$ cat config.mk
export PLATFORM = sky130hd
export DESIGN_NAME = circ_out
export DESIGN_NICKNAME = d
export VERILOG_FILES = /design/src/hw/rtl/circ_pkg.sv /design/src/hw/rtl/circ_out.sv
export SDC_FILE = /design/constraint.sdc
export NUM_CORES = 1
export LEC_CHECK = 0
export BUFFER_PORTS_ARGS = -buffer_cell sky130_fd_sc_hd__buf_2
export CAP_MARGIN = 20
export CORE_MARGIN = 2
export CORE_UTILIZATION = 40
export DETAILED_ROUTE_END_ITERATION = 8
export GPL_TIMING_DRIVEN = 0
export PLACE_DENSITY = 0.64
export SETUP_SLACK_MARGIN = 0.1
export SLEW_MARGIN = 20
export SYNTH_ARGS = -nofsm -noshare
export SYNTH_HDL_FRONTEND = slang
export SYNTH_SLANG_ARGS = --single-unit
$ cat constraint.sdc
create_clock -name clk -period 8 [get_ports clk]
set_input_delay 0 -clock clk [delete_from_list [all_inputs] [get_ports clk]]
set_output_delay 0 -clock clk [all_outputs]
set_load 0.1 [all_outputs]
$ cat src/hw/rtl/circ_pkg.sv
package circ_pkg;

  localparam int COORD_BITS = 16;
  localparam int FRAC_BITS  = 8;
  localparam int IN_W       = 16;
  localparam int OUT_W      = 32;

  // vertex differences, products, squared lengths, the determinant, cross terms and numerators
  localparam int DIFF_W = COORD_BITS + 1;
  localparam int PROD_W = 2 * DIFF_W;
  localparam int LEN_W  = PROD_W + 1;
  localparam int DET_W  = PROD_W + 2;
  localparam int MUL_W  = DIFF_W + LEN_W;
  localparam int NUM_W  = MUL_W + 1;

  // divider: one quotient bit per cell
  localparam int QW     = NUM_W + FRAC_BITS;
  localparam int DMAG_W = DET_W;
  localparam int T_W    = QW + 2;

  localparam int FRONT_STAGES = 6;
  localparam int STAGES       = FRONT_STAGES + QW + 1;

  typedef struct packed {
    logic [IN_W-1:0] ax;
    logic [IN_W-1:0] ay;
    logic [IN_W-1:0] bx;
    logic [IN_W-1:0] by;
    logic [IN_W-1:0] cx;
    logic [IN_W-1:0] cy;
  } pts_t;

  typedef struct packed {
    logic                         neg;
    logic [QW-1:0]                numq;
    logic [DMAG_W-1:0]            rem;
    logic signed [COORD_BITS-1:0] base;
  } lane_t;

  typedef struct packed {
    lane_t [1:0]       lane;
    logic [DMAG_W-1:0] dmag;
    logic              degen;
  } cell_t;

endpackage

$ cat src/hw/rtl/circ_out.sv
module circ_out (
  input  logic                                  clk,
  input  logic                                  en,
  input  circ_pkg::cell_t                       a,
  output logic signed [circ_pkg::OUT_W-1:0]     center_x,
  output logic signed [circ_pkg::OUT_W-1:0]     center_y,
  output logic                                  degenerate,
  output logic                                  saturated
);
  import circ_pkg::*;

  localparam logic signed [T_W-1:0] OUT_MAX = (T_W'(1) <<< (OUT_W - 1)) - T_W'(1);
  localparam logic signed [T_W-1:0] OUT_MIN = -(T_W'(1) <<< (OUT_W - 1));

  logic signed [T_W-1:0]   qv [2];
  logic signed [T_W-1:0]   t  [2];
  logic signed [OUT_W-1:0] res [2];
  logic [1:0]              clip;

  always_comb begin
    for (int l = 0; l < 2; l++) begin
      qv[l] = T_W'(a.lane[l].numq);
      if (a.lane[l].neg) begin
        qv[l] = -qv[l];
      end
      t[l] = qv[l] + (T_W'(a.lane[l].base) <<< FRAC_BITS);
      clip[l] = 1'b0;
      if (t[l] > OUT_MAX) begin
        res[l]  = OUT_MAX[OUT_W-1:0];
        clip[l] = 1'b1;
      end else if (t[l] < OUT_MIN) begin
        res[l]  = OUT_MIN[OUT_W-1:0];
        clip[l] = 1'b1;
      end else begin
        res[l] = t[l][OUT_W-1:0];
      end
    end
  end

  always_ff @(posedge clk) begin
    if (en) begin
      if (a.degen) begin
        center_x   <= '0;
        center_y   <= '0;
        degenerate <= 1'b1;
        saturated  <= 1'b0;
      end else begin
        center_x   <= res[0];
        center_y   <= res[1];
        degenerate <= 1'b0;
        saturated  <= |clip;
      end
    end
  end
endmodule

==> impl_metrics.tcl, run 1 <==
set metrics [dict create \
    outcome "finished clean" \
    hold_ws_ns 0.03772 \
    remaining_drc_errors 0 \
    synth_top_cell_area_share_pct 15.70 \
    syn_nets 2046 \
    grt_pass1_wl_mm 68.31 \
    final_nets 2282 \
    clk_pin_slew_ns 0.06 \
    grt_overflow_total 0 \
    wl_met3_mm 2.976 \
    final.min_clock_period_ns 7.558 \
    dpl.hpwl_mm 36.33 \
    wl_per_cell_um 18.86 \
    placed_cells 2289 \
    dieArea_sq_um 33010 \
    rsz0062_at_grt "no" \
    power.density_nw_per_um2 181.0 \
    slew_headroom_pct 32.18 \
    required_ns 8.09 \
    finalHoldViolCount 0 \
    clkSinkCount 66 \
    die_w_um 181.7 \
    port_buffers 223 \
    dr_wl_met2_mm 19.29 \
    synth_edf_count 66 \
    fp.dieH_um 181.7 \
    power_w 0.002643 \
    yosys_warnings 0 \
    crit_start "a[99]" \
    max_freq_mhz 132.3 \
    peakVddDrop_uv 103.2 \
    synth_area_leader_cell "edfxtp_1" \
    fillers 3212 \
    syn-instance-count 1663 \
    async_reset_ff_share_pct 0 \
    drv_slew 0 \
    clock_path_buffers 2 \
    ys_seq_elements 66 \
    synthTopCellsByArea "edfxtp_1, ha_1, xnor2_1, o21ai_0, a21oi_1" \
    vias_per_cell 6.059 \
    drt_iter0_markers 1105 \
    worst_pin_slew_ns 1.005 \
    synthToLayoutAreaGrowth_pct 15.62 \
    grt_max_degree 43 \
    synth_ff_type "edfxtp_1" \
    grt.total_usage_pct 25.58 \
    crit_path_start_kind "input port" \
    critPathArrivalTime_ns 7.64 \
    power.leakage_nw 5.604 \
    antenna_left 0 \
    path_max_fanout 10 \
    num_rows 65 \
    synth_common_cells "o21ai_0, xnor2_1, nand2_1" \
    drive_above_1_share_pct 16.49 \
    period_share_pct 94.48 \
    cts_buffers 9 \
    io_pins 333 \
    antenna_found_initial 1 \
    yosysUniqueCellTypes 81 \
    ctsHoldBuffers 0 \
    max_cap_violations 0 \
    path_class "in -> reg" \
    drt-pass1-iter-count 5 \
    synth_area_sq_um 12630 \
    wl_met1_mm 20.23 \
    initial_core_util_pct 40.33 \
    root_buffer "clkbuf_16" \
    end_kind "register" \
    core-area_sq_um 31310 \
    finalSetupTns_ns 0 \
    maxUsedRoutingLayer "met4" \
    place_congestion 0.9401 \
    first_global_vias 12910 \
    ys_seq_area_share_pct 15.70 \
    cts_tree "yes" \
    hp-class "in -> reg" \
    final-setup-viol-count 0 \
    instances_no_fill 2307 \
    htree_num_levels 3 \
    avgSynthCellArea_sq_um 7.593 \
    wl_mm 43.50 \
    crit_path_end "center_x[22]" \
    via_count 13980 \
]
==> per-layer routing <==
metal  vias up  global-route usage (%)
met5         -                       0
met4         0                   6.862
met2       549                   41.13
met3        64                   3.590
met1      6502                   35.85
li1       6863                       -
==> how the worst min path moves through the flow <==
stage | startpoint | endpoint | slack [ns] | cells after the start
floorplan | a[0] | degenerate | 0.1 | 0
global placement | a[94] | center_x[5] | 0.39 | 3
detailed placement | a[0] | degenerate | 0.39 | 1
CTS | a[0] | degenerate | 0.03 | 1
global route | a[0] | degenerate | 0.03 | 1
finish | a[0] | degenerate | 0.04 | 1
==> timing repair <==
item,in CTS,in global routing
resized for setup,1,22
endpoints found under the setup margin,7,50
pin swaps,0,1
setup buffers,0,1
==> placed cells by master, fill, tap and decap left out, types with 15 or more instances in the layout <==
cell type	netlist	routed
o41ai_1	21	20
or2_2	15	15
a31oi_1	16	16
o31ai_1	41	40
or3_1	27	27
ha_1	114	114
o211ai_1	23	23
o21a_1	18	18
clkbuf_1	66	63
a21oi_1	132	131
xnor2_1	153	153
inv_1	33	33
nand3_1	26	26
nor4_1	17	15
o21ai_2	20	22
nor2_1	108	108
o21ai_0	153	150
nand2_1	151	151
xor2_1	51	51
nor3_1	37	36
buf_2	4	226
a211oi_1	27	27
nand4_1	50	50
or4_1	25	25
a21o_1	36	36
and3_1	18	18
edfxtp_1	66	66
==> flip-flops by register name, summed over array words and instances (netlist names) <==
name and count:
center_x 32, center_y 32, saturated 1, degenerate 1
==> layout make-up <==
type	instances	area (sq um)	share of cell area (%)
antenna	1	2.502	0.01714
buffer	78	332.8	2.280
clock buffer	10	229.0	1.568
clock inverter	6	33.78	0.2314
inverter	33	123.9	0.8485
multi-input combinational	1486	10250	70.18
sequential	66	1982	13.58
tap	402	503.0	3.445
timing repair buffer	225	1146	7.851
==> critical path: stages <==
cell	delay, ns
buf_2	0.12
or4_4	0.59
nor4_4	0.19
or4b_1	0.52
or3_1	0.39
or2_1	0.24
clkbuf_1	0.20
or4_1	0.63
nand2b_1	0.32
nand2b_2	0.32
o21ai_1	0.22
xnor2_1	0.14
ha_1	0.26
clkbuf_1	0.24
nand4_1	0.22
nor2_1	0.10
a221oi_2	0.29
o21ai_2	0.15
nor3b_1	0.21
a21o_1	0.14
o2111ai_1	0.12
or4_1	0.41
or4_1	0.55
o41a_2	0.50
nand2b_1	0.13
buf_6	0.16
buf_6	0.17
o21ai_2	0.08
==> power by group <==
group          leakage [nW]  switching (W)  total (W)  internal, W
logic                  4.84        0.00127    0.00181     0.000534
registers             0.640      0.0000145   0.000475     0.000460
clock network         0.126       0.000156   0.000363     0.000207
total                  5.60        0.00144    0.00264      0.00120
==> through the flow <==
step / worst slack (ns) / area [sq um] / util (%)
floorplan: 1.226 / 12630 / -
global placement: -0.2569 / 14250 / 45.50
detailed placement: -0.2683 / 14270 / 45.57
CTS: 0.1936 / 14540 / 46.43
global route: 0.1551 / 14600 / 46.63
finish: 0.4415 / 14600 / 46.63
==> cell families (layout without fill, tap and decap cells) <==
family / Yosys count / count (layout) / share of synthesized area (%)
other: 0 / 1 / 0
AOI/OAI and AO/OA: 606 / 606 / 31.56
muxes: 7 / 7 / 0.5549
adders and majority gates: 116 / 116 / 11.61
and+or+nand+nor: 552 / 552 / 22.72
DFF: 66 / 66 / 15.70
buffers and inverters: 111 / 352 / 3.577
xor gates and xnor gates: 205 / 205 / 14.28
Power figures use the tool's default switching activity.
==> inputs of run 2 (changes only) <==
Settings changed: CELL_PAD_IN_SITES_DETAIL_PLACEMENT set to 1, CELL_PAD_IN_SITES_GLOBAL_PLACEMENT set to 2, CORE_UTILIZATION 40 to 31, PLACE_DENSITY 0.64 to 0.84.
==> run 2 against run 1 <==
Compared with the run above:
- hold slack worse by 0.0066 ns
- critical endpoint is now center_x[28]
- via count up 2.1%
- clock power up 6.6%
==> impl_metrics.tcl, run 2 (same netlist as run 1, synthesis figures left out) <==
set metrics [dict create \
    drt_iter0_markers 946 \
    power.leakage_nw 5.608 \
    grt_max_degree 51 \
    dieArea_sq_um 42360 \
    wl_per_cell_um 21.65 \
    hold_ws_ns 0.03116 \
    wl_mm 52.83 \
    pre_cts_ws_ns -0.2736 \
    via_count 14270 \
    required_ns 8.09 \
    antenna_left 0 \
    slew_headroom_pct 28.33 \
    core-area_sq_um 40010 \
    die_w_um 205.8 \
    cts_tree "yes" \
    fp.dieH_um 205.8 \
    regArea_sq_um 1982 \
    final_common_cell "buf_2" \
    io_pins 333 \
    fillers 5006 \
    critPathArrivalTime_ns 7.69 \
    vias_per_cell 5.847 \
    clkSinkCount 66 \
    clk_pin_slew_ns 0.06 \
    finalHoldViolCount 0 \
    initial_core_util_pct 31.56 \
    path_max_fanout 10 \
    grt_pass1_wl_mm 80.34 \
    critPathMaxStageDelay_ns 0.60 \
    rsz0062_at_grt "no" \
    outcome "finished clean" \
    cpMaxStageDelayCell "or4_4" \
    peakVddDrop_uv 119.3 \
    worst_pin_slew_ns 1.075 \
    port_buffers 223 \
    top_regs "center_x (32), center_y (32)" \
    final_nets 2283 \
    end_kind "register" \
    final.min_clock_period_ns 7.600 \
    hp-class "in -> reg" \
    period_share_pct 95.00 \
    drt-pass1-iter-count 5 \
    max_freq_mhz 131.6 \
    path_class "in -> reg" \
    num_rows 73 \
    dpl.hpwl_mm 43.65 \
    place_congestion 0.9070 \
    final-setup-viol-count 0 \
    placed_cells 2412 \
    drv_slew 0 \
    power.density_nw_per_um2 183.7 \
    root_buffer "clkbuf_16" \
    clock_path_buffers 2 \
    first_global_vias 14340 \
    grt.total_usage_pct 24.07 \
    crit_path_start_kind "input port" \
    cts_buffers 9 \
    grt_overflow_total 0 \
    remaining_drc_errors 0 \
    instances_no_fill 2440 \
    max_cap_violations 0 \
    drive_above_1_share_pct 16.64 \
    ctsHoldBuffers 0 \
    mostFrequentLayoutCells "buf_2, xnor2_1, nand2_1" \
    synthToLayoutAreaGrowth_pct 17.22 \
    multi_input_area_sq_um 10240 \
    setup_ws_ns 0.3999 \
    antenna_found_initial 10 \
    htree_num_levels 3 \
]
==> run 2: per-stage QoR <==
step	total power (W)	TNS, ns	utilization [%]	instance area, sq um
finish	0.002719	0	37.00	14800
global route	0.002886	0	36.97	14790
CTS	0.002703	0	36.78	14720
detailed placement	0.002311	-5.955	36.09	14440
global placement	0.002279	-7.381	35.99	14400
floorplan	0.001838	0	-	12630
==> run 2: final timing paths <==
kind	start	endpoint	slack, ns	cells past startpoint
setup / recovery	a[99]	center_x[28]	0.40	28
hold / removal	a[93]	center_x[4]	0.03	3
==> run 2: power by group <==
group / switching [W] / internal (W)
clock network: 0.000175 / 0.000211
logic: 0.00132 / 0.000536
registers: 0.0000166 / 0.000460
total: 0.00151 / 0.00121
==> run 2: layout make-up <==
class / instances / share of cell area (%)
clock inverters: 7 / 0.3550
clock buffers: 9 / 1.522
plain buffers: 77 / 2.215
inverters: 33 / 0.8369
multi-input cells: 1486 / 69.18
repair buffers: 227 / 7.895
flip-flops and latches: 66 / 13.39
diodes: 10 / 0.1691
well taps: 525 / 4.438
==> run 2: worst max-delay path, delay by kind of cell <==
kind                     cells  cell delay (ns)
AO/OA/AOI/OAI                7             1.53
AND/OR/NAND/NOR             14             4.81
buffers and inverters        5             0.90
adder cells (fa/ha/maj)      1             0.26
XOR/XNOR                     1             0.15
==> run 2: repair_timing <==
action	4_1_cts	5_1_grt
hold endpoints to repair	0	0
setup endpoints to repair	19	63
pin swaps	0	1
resized for setup	2	18
buffers inserted	0	3
==> run 2: routing by layer <==
layer	wire [um]	global-route usage (%)	up-vias
met3	2719	2.898	76
met2	24440	39.63	394
met5	13	0	-
li1	-	-	6861
met4	1401	8.444	2
met1	24260	32.35	6934
