**src/hw/rtl/circ_pkg.sv**
```systemverilog
package circ_pkg;

  localparam int COORD_BITS = 16;
  localparam int FRAC_BITS  = 8;
  localparam int IN_W       = 16;
  localparam int OUT_W      = 32;

  // vertex differences, products, squared lengths, the determinant, cross terms and numerators
  localparam int DIFF_W = COORD_BITS + 1;
  localparam int PROD_W = 2 * DIFF_W;
  localparam int LEN_W  = PROD_W + 1;
  localparam int DET_W  = PROD_W + 2;
  localparam int MUL_W  = DIFF_W + LEN_W;
  localparam int NUM_W  = MUL_W + 1;

  // divider: one quotient bit per cell
  localparam int QW     = NUM_W + FRAC_BITS;
  localparam int DMAG_W = DET_W;
  localparam int T_W    = QW + 2;

  localparam int FRONT_STAGES = 6;
  localparam int STAGES       = FRONT_STAGES + QW + 1;

  typedef struct packed {
    logic [IN_W-1:0] ax;
    logic [IN_W-1:0] ay;
    logic [IN_W-1:0] bx;
    logic [IN_W-1:0] by;
    logic [IN_W-1:0] cx;
    logic [IN_W-1:0] cy;
  } pts_t;

  typedef struct packed {
    logic                         neg;
    logic [QW-1:0]                numq;
    logic [DMAG_W-1:0]            rem;
    logic signed [COORD_BITS-1:0] base;
  } lane_t;

  typedef struct packed {
    lane_t [1:0]       lane;
    logic [DMAG_W-1:0] dmag;
    logic              degen;
  } cell_t;

endpackage

```
**src/hw/rtl/circ_div_cell.sv**
```systemverilog
module circ_div_cell (
  input  logic            clk,
  input  logic            en,
  input  circ_pkg::cell_t a,
  output circ_pkg::cell_t q
);
  import circ_pkg::*;

  logic [DMAG_W:0] r2 [2];
  logic [1:0]      ge;
  cell_t           nxt;

  // restoring step, one quotient bit per lane
  always_comb begin
    nxt = a;
    for (int l = 0; l < 2; l++) begin
      r2[l] = {a.lane[l].rem, a.lane[l].numq[QW-1]};
      ge[l] = r2[l] >= {1'b0, a.dmag};
      nxt.lane[l].rem  = ge[l] ? DMAG_W'(r2[l] - {1'b0, a.dmag}) : r2[l][DMAG_W-1:0];
      nxt.lane[l].numq = {a.lane[l].numq[QW-2:0], ge[l]};
    end
  end

  always_ff @(posedge clk) begin
    if (en) begin
      q <= nxt;
    end
  end
endmodule

```
**config.mk**
```make
export PLATFORM = sky130hd
export DESIGN_NAME = circ_div_cell
export DESIGN_NICKNAME = d
export VERILOG_FILES = /design/src/hw/rtl/circ_pkg.sv /design/src/hw/rtl/circ_div_cell.sv
export SDC_FILE = /design/constraint.sdc
export NUM_CORES = 1
export LEC_CHECK = 0
export BUFFER_PORTS_ARGS = -buffer_cell sky130_fd_sc_hd__buf_2
export CORE_AREA = 2 2 209 211
export CTS_CLUSTER_DIAMETER = 200
export DETAILED_ROUTE_END_ITERATION = 6
export DIE_AREA = 0 0 211 213
export PLACE_DENSITY = 0.5
export RECOVER_POWER = 100
export SYNTH_ARGS = -nofsm -noshare
export SYNTH_HDL_FRONTEND = slang
export SYNTH_SLANG_ARGS = --single-unit
```
**constraint.sdc**
```tcl
create_clock -name clk -period 3.4 [get_ports clk]
set_input_delay 0.34 -clock clk [delete_from_list [all_inputs] [get_ports clk]]
set_output_delay 0.34 -clock clk [all_outputs]
set_load 0.005 [all_outputs]
```
==> flow_summary.html, run 1 <==
<table>
<tr><th>Metric</th><th>Value</th></tr>
<tr><th colspan="2">Place</th></tr>
<tr><td>Last weighted congestion value of the routability-driven placer</td><td>a little over 0.9</td></tr>
<tr><td>Count of input and output buffers</td><td>531</td></tr>
<tr><td>Number of cells after detailed placement</td><td>approximately 2100</td></tr>
<tr><td>Final HPWL from detailed placement</td><td>around 40 mm</td></tr>
<tr><td>Post-placement worst setup slack</td><td>-0.714 ps</td></tr>
<tr><th colspan="2">Synth</th></tr>
<tr><td>Post-synthesis cell area</td><td>between 10000 and 15000 um^2</td></tr>
<tr><td>Total of warnings raised by yosys</td><td>0</td></tr>
<tr><td>Post-synthesis net count</td><td>about 1400</td></tr>
<tr><td>Leading cell types by count after synthesis</td><td>265 x edfxtp_1, 110 x nand2_1, 81 x o21ai_0</td></tr>
<tr><td>Leading area contributor after synthesis</td><td>edfxtp_1</td></tr>
<tr><td>Number of enable flip-flop cells after synthesis</td><td>about 270</td></tr>
<tr><td>Distinct cell type count of the synthesized netlist</td><td>80</td></tr>
<tr><td>Number of flip-flops and latches in the synthesized netlist</td><td>between 200 and 300</td></tr>
<tr><td>Commonest register cell after synthesis</td><td>edfxtp_1</td></tr>
<tr><td>Cell count after synthesis</td><td>between 1000 and 1500</td></tr>
<tr><td>FFs w/ async S/R, synth</td><td>0%</td></tr>
<tr><td>Post-synthesis area per instance</td><td>between 10 and 15 um^2</td></tr>
<tr><td>Top-count cell post-synth</td><td>edfxtp_1</td></tr>
<tr><td>Area share of the largest cell type after synthesis</td><td>slightly above 60%</td></tr>
<tr><td>Area contributors post-synth</td><td>edfxtp_1 62%, ha_1 7.0%, nand2_1 3.2%</td></tr>
<tr><td>Sequential fraction of the synthesis area</td><td>between 60% and 70%</td></tr>
<tr><th colspan="2">Cells and area</th></tr>
<tr><td>Final-stage net count</td><td>roughly 2100</td></tr>
<tr><td>Number of flip-flops in the largest register</td><td>~270</td></tr>
<tr><td>Biggest registers after layout</td><td>q x265</td></tr>
<tr><td>Layout overhead on the synthesized area</td><td>49.1%</td></tr>
<tr><td>Fraction of layout instances using a drive strength above 1</td><td>22.8%</td></tr>
<tr><td>Final std cells w/o fill</td><td>2358</td></tr>
<tr><td>Register with the most flip-flops</td><td>q</td></tr>
<tr><td>Layout filler cell count</td><td>around 4100</td></tr>
<tr><th colspan="2">Detailed routing</th></tr>
<tr><td>Total wire length after detailed routing</td><td>between 50 and 60 mm</td></tr>
<tr><td>Total number of vias</td><td>between 10000 and 15000</td></tr>
<tr><td>Uppermost metal layer occupied by signal nets</td><td>met4</td></tr>
<tr><td>Routed wire length on met2</td><td>roughly 26 mm</td></tr>
<tr><td>Count of routing violations after the opening detailed-route iteration</td><td>between 600 and 700</td></tr>
<tr><td>First-pass iteration count of the detailed router</td><td>5</td></tr>
<tr><td>Count of unresolved DRC violations after routing</td><td>0</td></tr>
<tr><td>Number of routed nets with antenna violations</td><td>0</td></tr>
<tr><td>Routed met1 length</td><td>a little over 20 mm</td></tr>
<tr><td>Average vias per placed instance</td><td>around 4.7</td></tr>
<tr><td>Routed WL per cell</td><td>21.8 um</td></tr>
<tr><td>Total length of routed met3 wires</td><td>a little under 3 mm</td></tr>
<tr><th colspan="2">Timing</th></tr>
<tr><td>Post-route minimum period</td><td>3310 ps</td></tr>
<tr><td>Measured slew at the worst slew-check pin</td><td>1900 ps</td></tr>
<tr><td>Post-Route Setup TNS</td><td>0 ps</td></tr>
<tr><td>Fin. Hold Viols</td><td>0</td></tr>
<tr><td>Period utilization</td><td>a little over nine tenths</td></tr>
<tr><td>Final WS setup</td><td>~89 ps</td></tr>
<tr><td>Achievable Freq</td><td>approximately 300 MHz</td></tr>
<tr><td>Final number of max-transition violations</td><td>74</td></tr>
<tr><td>Post-route worst hold slack</td><td>a little under 90 ps</td></tr>
<tr><td>Worst-case headroom to the max-slew limit</td><td>-27.0%</td></tr>
<tr><td>Final setup violation count</td><td>0</td></tr>
<tr><th colspan="2">Clock tree</th></tr>
<tr><td>Clock Sink Count</td><td>between 200 and 300</td></tr>
<tr><td>Total clock buffers created by CTS</td><td>35</td></tr>
<tr><td>TritonCTS clock tree</td><td>yes</td></tr>
<tr><td>CTS clk-pin slew, worst paths</td><td>roughly 50 ps</td></tr>
<tr><td>Buffer cell driving the clock tree root</td><td>clkbuf_16</td></tr>
<tr><td>Number of buffers on the longest clock path</td><td>3</td></tr>
<tr><td>H-tree depth reported by CTS</td><td>2</td></tr>
<tr><th colspan="2">Outcome</th></tr>
<tr><td>Violated checks</td><td>capacitance limit, slew limit</td></tr>
<tr><td>Outcome</td><td>complete, but fails checks</td></tr>
<tr><th colspan="2">Hold path</th></tr>
<tr><td>Hold path startpoint</td><td>a[4]</td></tr>
<tr><td>Count of cells along the worst hold path</td><td>1</td></tr>
<tr><td>Type of the worst min-delay path</td><td>in2reg</td></tr>
<tr><th colspan="2">Floorplan</th></tr>
<tr><td>Row count</td><td>76</td></tr>
<tr><td>Core Region</td><td>approximately 43000 um^2</td></tr>
<tr><td>Die Area</td><td>between 40000 and 50000 um^2</td></tr>
<tr><td>Die X-Extent</td><td>roughly 210 um</td></tr>
<tr><td>Initial core utilization</td><td>a little under a third</td></tr>
<tr><td>Die Y</td><td>between 200 and 250 um</td></tr>
<tr><td>Boundary Pins</td><td>532</td></tr>
<tr><th colspan="2">GRT</th></tr>
<tr><td>Global-route wire length before repair</td><td>~72 mm</td></tr>
<tr><td>Antenna violations before repair</td><td>4</td></tr>
<tr><td>Total Routing Usage GR</td><td>between 20% and 30%</td></tr>
<tr><td>Overflow after GRT</td><td>0</td></tr>
<tr><td>Largest net degree at the start of global routing</td><td>79</td></tr>
<tr><td>Via count of the first global-routing pass</td><td>11244</td></tr>
<tr><th colspan="2">Worst setup path</th></tr>
<tr><td>Kind of start point of the critical path</td><td>primary input</td></tr>
<tr><td>Max stage delay on crit path</td><td>between 500 and 600 ps</td></tr>
<tr><td>Cell with the largest stage delay on the worst path</td><td>dlygate4sd3_1</td></tr>
<tr><td>Worst Setup Path Type</td><td>in2reg</td></tr>
<tr><td>Cell type group with the largest total delay on the critical path</td><td>compound AO/OA/AOI/OAI gates</td></tr>
<tr><td>Data arrival time of the critical path</td><td>approximately 3600 ps</td></tr>
<tr><td>Setup crit end</td><td>q[199]</td></tr>
<tr><td>Cell Chain, Critical Path</td><td>dlygate4sd3_1, clkbuf_1, inv_2, ha_2, a21o_1, o21bai_4, a221oi_2, nor2_1, a311o_1, a221o_2, a211oi_4, nand2_1, a32o_1</td></tr>
<tr><td>Cell count along the critical path</td><td>13</td></tr>
<tr><td>Critical-path maximum fanout</td><td>7</td></tr>
<tr><td>Start point of the critical path</td><td>a[16]</td></tr>
<tr><td>Buffers plus inverters on the worst setup path</td><td>3</td></tr>
<tr><td>Worst setup EP type</td><td>flip-flop</td></tr>
<tr><td>Data required time of the critical path</td><td>~3700 ps</td></tr>
<tr><th colspan="2">Pwr</th></tr>
<tr><td>Leakage power figure</td><td>7.84 nW</td></tr>
<tr><td>Worst supply voltage drop on vdd</td><td>between 0.4 and 0.5 mV</td></tr>
<tr><td>Pwr per Cell Area</td><td>~500 nW/um^2</td></tr>
<tr><th colspan="2">Run</th></tr>
<tr><td>Count of maximum capacitance violations</td><td>1</td></tr>
</table>
==> metal layers <==
metal	track usage, %	vias up
li1	-	5365
met1	26.3	5377
met2	39.3	378
met3	4.71	68
met4	6.63	0
met5	0	-
==> where the power goes <==
group | total (mW) | leakage [nW] | switching, mW | internal, mW
logic | 1.94 | 4.69 | 1.09 | 0.850
clock network | 3.67 | 0.552 | 1.47 | 2.20
registers | 4.10 | 2.59 | 0.0961 | 4.01
==> how the worst min path moves through the flow <==
stage / endpoint / slack, ps
2_1_floorplan: q[0] / 440
3_3_place_gp: q[242] / 520
3_5_place_dp: q[146] / 520
4_1_cts: q[4] / 3
5_1_grt: q[4] / 60
6_report: q[4] / 90
==> cell usage in the layout, fill, tap and decap left out, drive strengths merged, types with 9 or more instances in the layout <==
cell type	netlist	routed
a21o	39	39
a21oi	68	68
buf	17	313
nand4	9	9
nand2b	10	10
nor2	42	42
clkinv	0	16
xnor2	29	29
nor2b	10	10
clkbuf	13	300
nand3	13	13
nand2	110	110
nor3	15	15
edfxtp	265	265
xor2	29	29
o21bai	13	13
ha	72	72
inv	55	55
and3	9	9
o21ai	96	96
dlygate4sd3	0	187
==> through the flow <==
stage | total power [mW] | utilization (%) | cell area, um^2
floorplan | 5.00 | - | 12900
global placement | 5.98 | 38.5 | 16400
CTS | 9.90 | 45.5 | 19400
global route | 10.2 | 44.9 | 19200
finish | 9.71 | 44.9 | 19200
detailed placement | 5.97 | 38.5 | 16400
==> layout make-up <==
class | instances | area [um^2] | share of cell area [%]
Inverter | 55 | 206 | 1.08
Clock inverter | 22 | 236 | 1.23
Multi-Input combinational cell | 665 | 4590 | 24.0
Sequential cell | 265 | 7960 | 41.5
Timing Repair Buffer | 761 | 4590 | 23.9
Clock buffer | 39 | 891 | 4.65
Antenna cell | 5 | 12.5 | 0.0653
Tap cell | 546 | 683 | 3.56
==> cells by family after synthesis <==
| group | synth area share (%) |
|---|---|
| flip-flops | 61.9 |
| XOR/XNOR | 3.95 |
| AO/OA/AOI/OAI | 14.5 |
| AND/OR/NAND/NOR | 9.16 |
| multiplexers | 0.341 |
| buffers and inverters | 2.78 |
| adder cells (fa/ha/maj) | 7.32 |
==> timing repair <==
action,CTS,global route
hold buffers,187,0
setup buffers,0,2
gates resized for setup,0,14
setup endpoints to repair,0,19
endpoints found under the hold margin,187,0
(Power assumes the default switching activity.)
==> inputs of run 2 (changes only) <==
RECOVER_POWER = default   (was 100)
==> flow_summary.html, run 2 (synthesis gave the netlist of run 1 again) <==
<table>
<tr><th>Metric</th><th>Value</th></tr>
<tr><th colspan="2">Floorplan</th></tr>
<tr><td>Core Region</td><td>about 43000 um^2</td></tr>
<tr><td>Initial core utilization</td><td>30.1%</td></tr>
<tr><td>Die Y</td><td>about 210 um</td></tr>
<tr><td>Boundary Pins</td><td>between 500 and 600</td></tr>
<tr><td>Row count</td><td>between 70 and 80</td></tr>
<tr><td>Die X-Extent</td><td>around 210 um</td></tr>
<tr><td>Die Area</td><td>around 45000 um^2</td></tr>
<tr><th colspan="2">Cells and area</th></tr>
<tr><td>Fraction of layout instances using a drive strength above 1</td><td>between 30% and 40%</td></tr>
<tr><td>Final-stage net count</td><td>about 2100</td></tr>
<tr><td>Final Core Density</td><td>a little under half</td></tr>
<tr><td>Top library cells by usage in the layout, fill and taps aside</td><td>530 x buf_2, 265 x edfxtp_1, 187 x dlygate4sd3_1</td></tr>
<tr><td>Layout overhead on the synthesized area</td><td>52.0%</td></tr>
<tr><td>Number of flip-flops in the largest register</td><td>about 270</td></tr>
<tr><td>Most frequent standard cell in the layout excluding fill and tap cells</td><td>buf_2</td></tr>
<tr><td>Layout filler cell count</td><td>just under 4000</td></tr>
<tr><td>Register with the most flip-flops</td><td>q</td></tr>
<tr><td>Biggest registers after layout</td><td>q x265</td></tr>
<tr><th colspan="2">Hold path</th></tr>
<tr><td>Hold EP</td><td>q[4]</td></tr>
<tr><td>Type of the worst min-delay path</td><td>in2reg</td></tr>
<tr><td>Hold path startpoint</td><td>a[4]</td></tr>
<tr><td>Count of cells along the worst hold path</td><td>1</td></tr>
<tr><th colspan="2">Pwr</th></tr>
<tr><td>Leakage power figure</td><td>around 8.6 nW</td></tr>
<tr><td>Pwr per Cell Area</td><td>~500 nW/um^2</td></tr>
<tr><td>Worst supply voltage drop on vdd</td><td>0.458 mV</td></tr>
<tr><th colspan="2">Detailed routing</th></tr>
<tr><td>Total number of vias</td><td>roughly 11000</td></tr>
<tr><td>Number of routed nets with antenna violations</td><td>0</td></tr>
<tr><td>First-pass iteration count of the detailed router</td><td>5</td></tr>
<tr><td>Average vias per placed instance</td><td>about 4.7</td></tr>
<tr><td>Count of unresolved DRC violations after routing</td><td>0</td></tr>
<tr><td>Routed WL per cell</td><td>around 22 um</td></tr>
<tr><td>Total wire length after detailed routing</td><td>between 50 and 60 mm</td></tr>
<tr><td>Count of routing violations after the opening detailed-route iteration</td><td>~700</td></tr>
<tr><th colspan="2">Place</th></tr>
<tr><td>Post-placement worst setup slack</td><td>-0.714 ps</td></tr>
<tr><td>Final HPWL from detailed placement</td><td>between 40 and 50 mm</td></tr>
<tr><td>Last weighted congestion value of the routability-driven placer</td><td>0.908</td></tr>
<tr><td>Count of input and output buffers</td><td>between 500 and 600</td></tr>
<tr><th colspan="2">Clock tree</th></tr>
<tr><td>Total clock buffers created by CTS</td><td>35</td></tr>
<tr><td>TritonCTS clock tree</td><td>yes</td></tr>
<tr><td>H-tree depth reported by CTS</td><td>2</td></tr>
<tr><td>Number of buffers on the longest clock path</td><td>3</td></tr>
<tr><td>CTS clk-pin slew, worst paths</td><td>roughly 50 ps</td></tr>
<tr><td>Buffer cell driving the clock tree root</td><td>clkbuf_16</td></tr>
<tr><td>Clock Sink Count</td><td>~270</td></tr>
<tr><th colspan="2">Worst setup path</th></tr>
<tr><td>Data required time of the critical path</td><td>~3700 ps</td></tr>
<tr><td>Worst setup EP type</td><td>flip-flop</td></tr>
<tr><td>Critical-path maximum fanout</td><td>7</td></tr>
<tr><td>Max stage delay on crit path</td><td>roughly 570 ps</td></tr>
<tr><td>Cell type group with the largest total delay on the critical path</td><td>compound AO/OA/AOI/OAI gates</td></tr>
<tr><td>Cell Chain, Critical Path</td><td>dlygate4sd3_1, buf_2, inv_2, ha_2, a21o_1, o21bai_4, a221oi_2, nor2_1, a311o_1, a221o_2, a211oi_4, nand2_1, a32o_1</td></tr>
<tr><td>Buffers plus inverters on the worst setup path</td><td>3</td></tr>
<tr><td>Cell with the largest stage delay on the worst path</td><td>dlygate4sd3_1</td></tr>
<tr><td>Data arrival time of the critical path</td><td>3580 ps</td></tr>
<tr><td>Kind of start point of the critical path</td><td>primary input</td></tr>
<tr><td>Worst Setup Path Type</td><td>in2reg</td></tr>
<tr><th colspan="2">Timing</th></tr>
<tr><td>Fin. Hold Viols</td><td>0</td></tr>
<tr><td>Period utilization</td><td>96.9%</td></tr>
<tr><td>Final setup violation count</td><td>0</td></tr>
<tr><td>Post-route minimum period</td><td>approximately 3300 ps</td></tr>
<tr><td>Post-Route Setup TNS</td><td>0 ps</td></tr>
<tr><td>Post-route worst hold slack</td><td>~33 ps</td></tr>
<tr><td>Final WS setup</td><td>~110 ps</td></tr>
<tr><td>Achievable Freq</td><td>about 300 MHz</td></tr>
<tr><td>Measured slew at the worst slew-check pin</td><td>about 610 ps</td></tr>
<tr><td>Final number of max-transition violations</td><td>0</td></tr>
<tr><td>Worst-case headroom to the max-slew limit</td><td>approximately three fifths</td></tr>
<tr><th colspan="2">GRT</th></tr>
<tr><td>Largest net degree at the start of global routing</td><td>between 70 and 80</td></tr>
<tr><td>Total Routing Usage GR</td><td>21.9%</td></tr>
<tr><td>Via count of the first global-routing pass</td><td>11244</td></tr>
<tr><td>Antenna violations before repair</td><td>4</td></tr>
<tr><td>Global-route wire length before repair</td><td>around 72 mm</td></tr>
<tr><td>Overflow after GRT</td><td>0</td></tr>
<tr><th colspan="2">Run</th></tr>
<tr><td>Count of maximum capacitance violations</td><td>0</td></tr>
<tr><th colspan="2">Outcome</th></tr>
<tr><td>Outcome</td><td>completed</td></tr>
</table>
-- run 2: worst max path at each step --
| stage | start | endpoint | slack (ps) | cells past startpoint |
|---|---|---|---|---|
| after floorplan | a[16] | q[199] | 490 | 12 |
| after global placement | a[6] | q[84] | -30 | 11 |
| after detailed placement | a[12] | q[84] | -0.7 | 11 |
| after CTS | a[12] | q[84] | 10 | 12 |
| after global routing | a[14] | q[199] | -3 | 13 |
| final | a[16] | q[199] | 110 | 13 |
-- run 2: layout make-up --
class / instances / area [um^2] / share of cell area [%]
multi-input cells: 665 / 4590 / 23.5
diodes: 5 / 12.5 / 0.0640
well taps: 546 / 683 / 3.50
clock inverters: 22 / 236 / 1.21
inverters: 55 / 206 / 1.06
repair buffers: 761 / 4950 / 25.4
clock buffers: 39 / 891 / 4.56
flip-flops and latches: 265 / 7960 / 40.7
-- run 2: per-layer routing --
layer,vias up,track usage (%),part of all wire (%)
met4,0,6.63,2.6
met3,71,4.71,5.9
met1,5361,26.3,40
met5,-,0,0
li1,5362,-,-
met2,396,39.3,51
-- run 2: power breakdown --
group	switching (mW)	leakage [nW]	total (mW)	internal [mW]
Clock	1.47	0.552	3.67	2.20
Combinational	1.09	5.41	2.03	0.935
Sequential	0.0886	2.59	4.09	4.00
Total	2.65	8.56	9.79	7.14
-- run 2: repair_timing --
action,CTS,global route
endpoints found under the setup margin,0,19
hold endpoints to repair,187,0
setup buffers,0,2
hold buffers,187,0
resized for setup,0,14
-- run 2: metrics by stage --
step	instances	power [mW]	cell area [um^2]
after floorplan	1015	5.00	12900
after global placement	2102	5.98	16400
after detailed placement	2102	5.97	16400
after CTS	2350	9.90	19400
after global routing	2355	10.2	19500
final	2358	9.79	19500
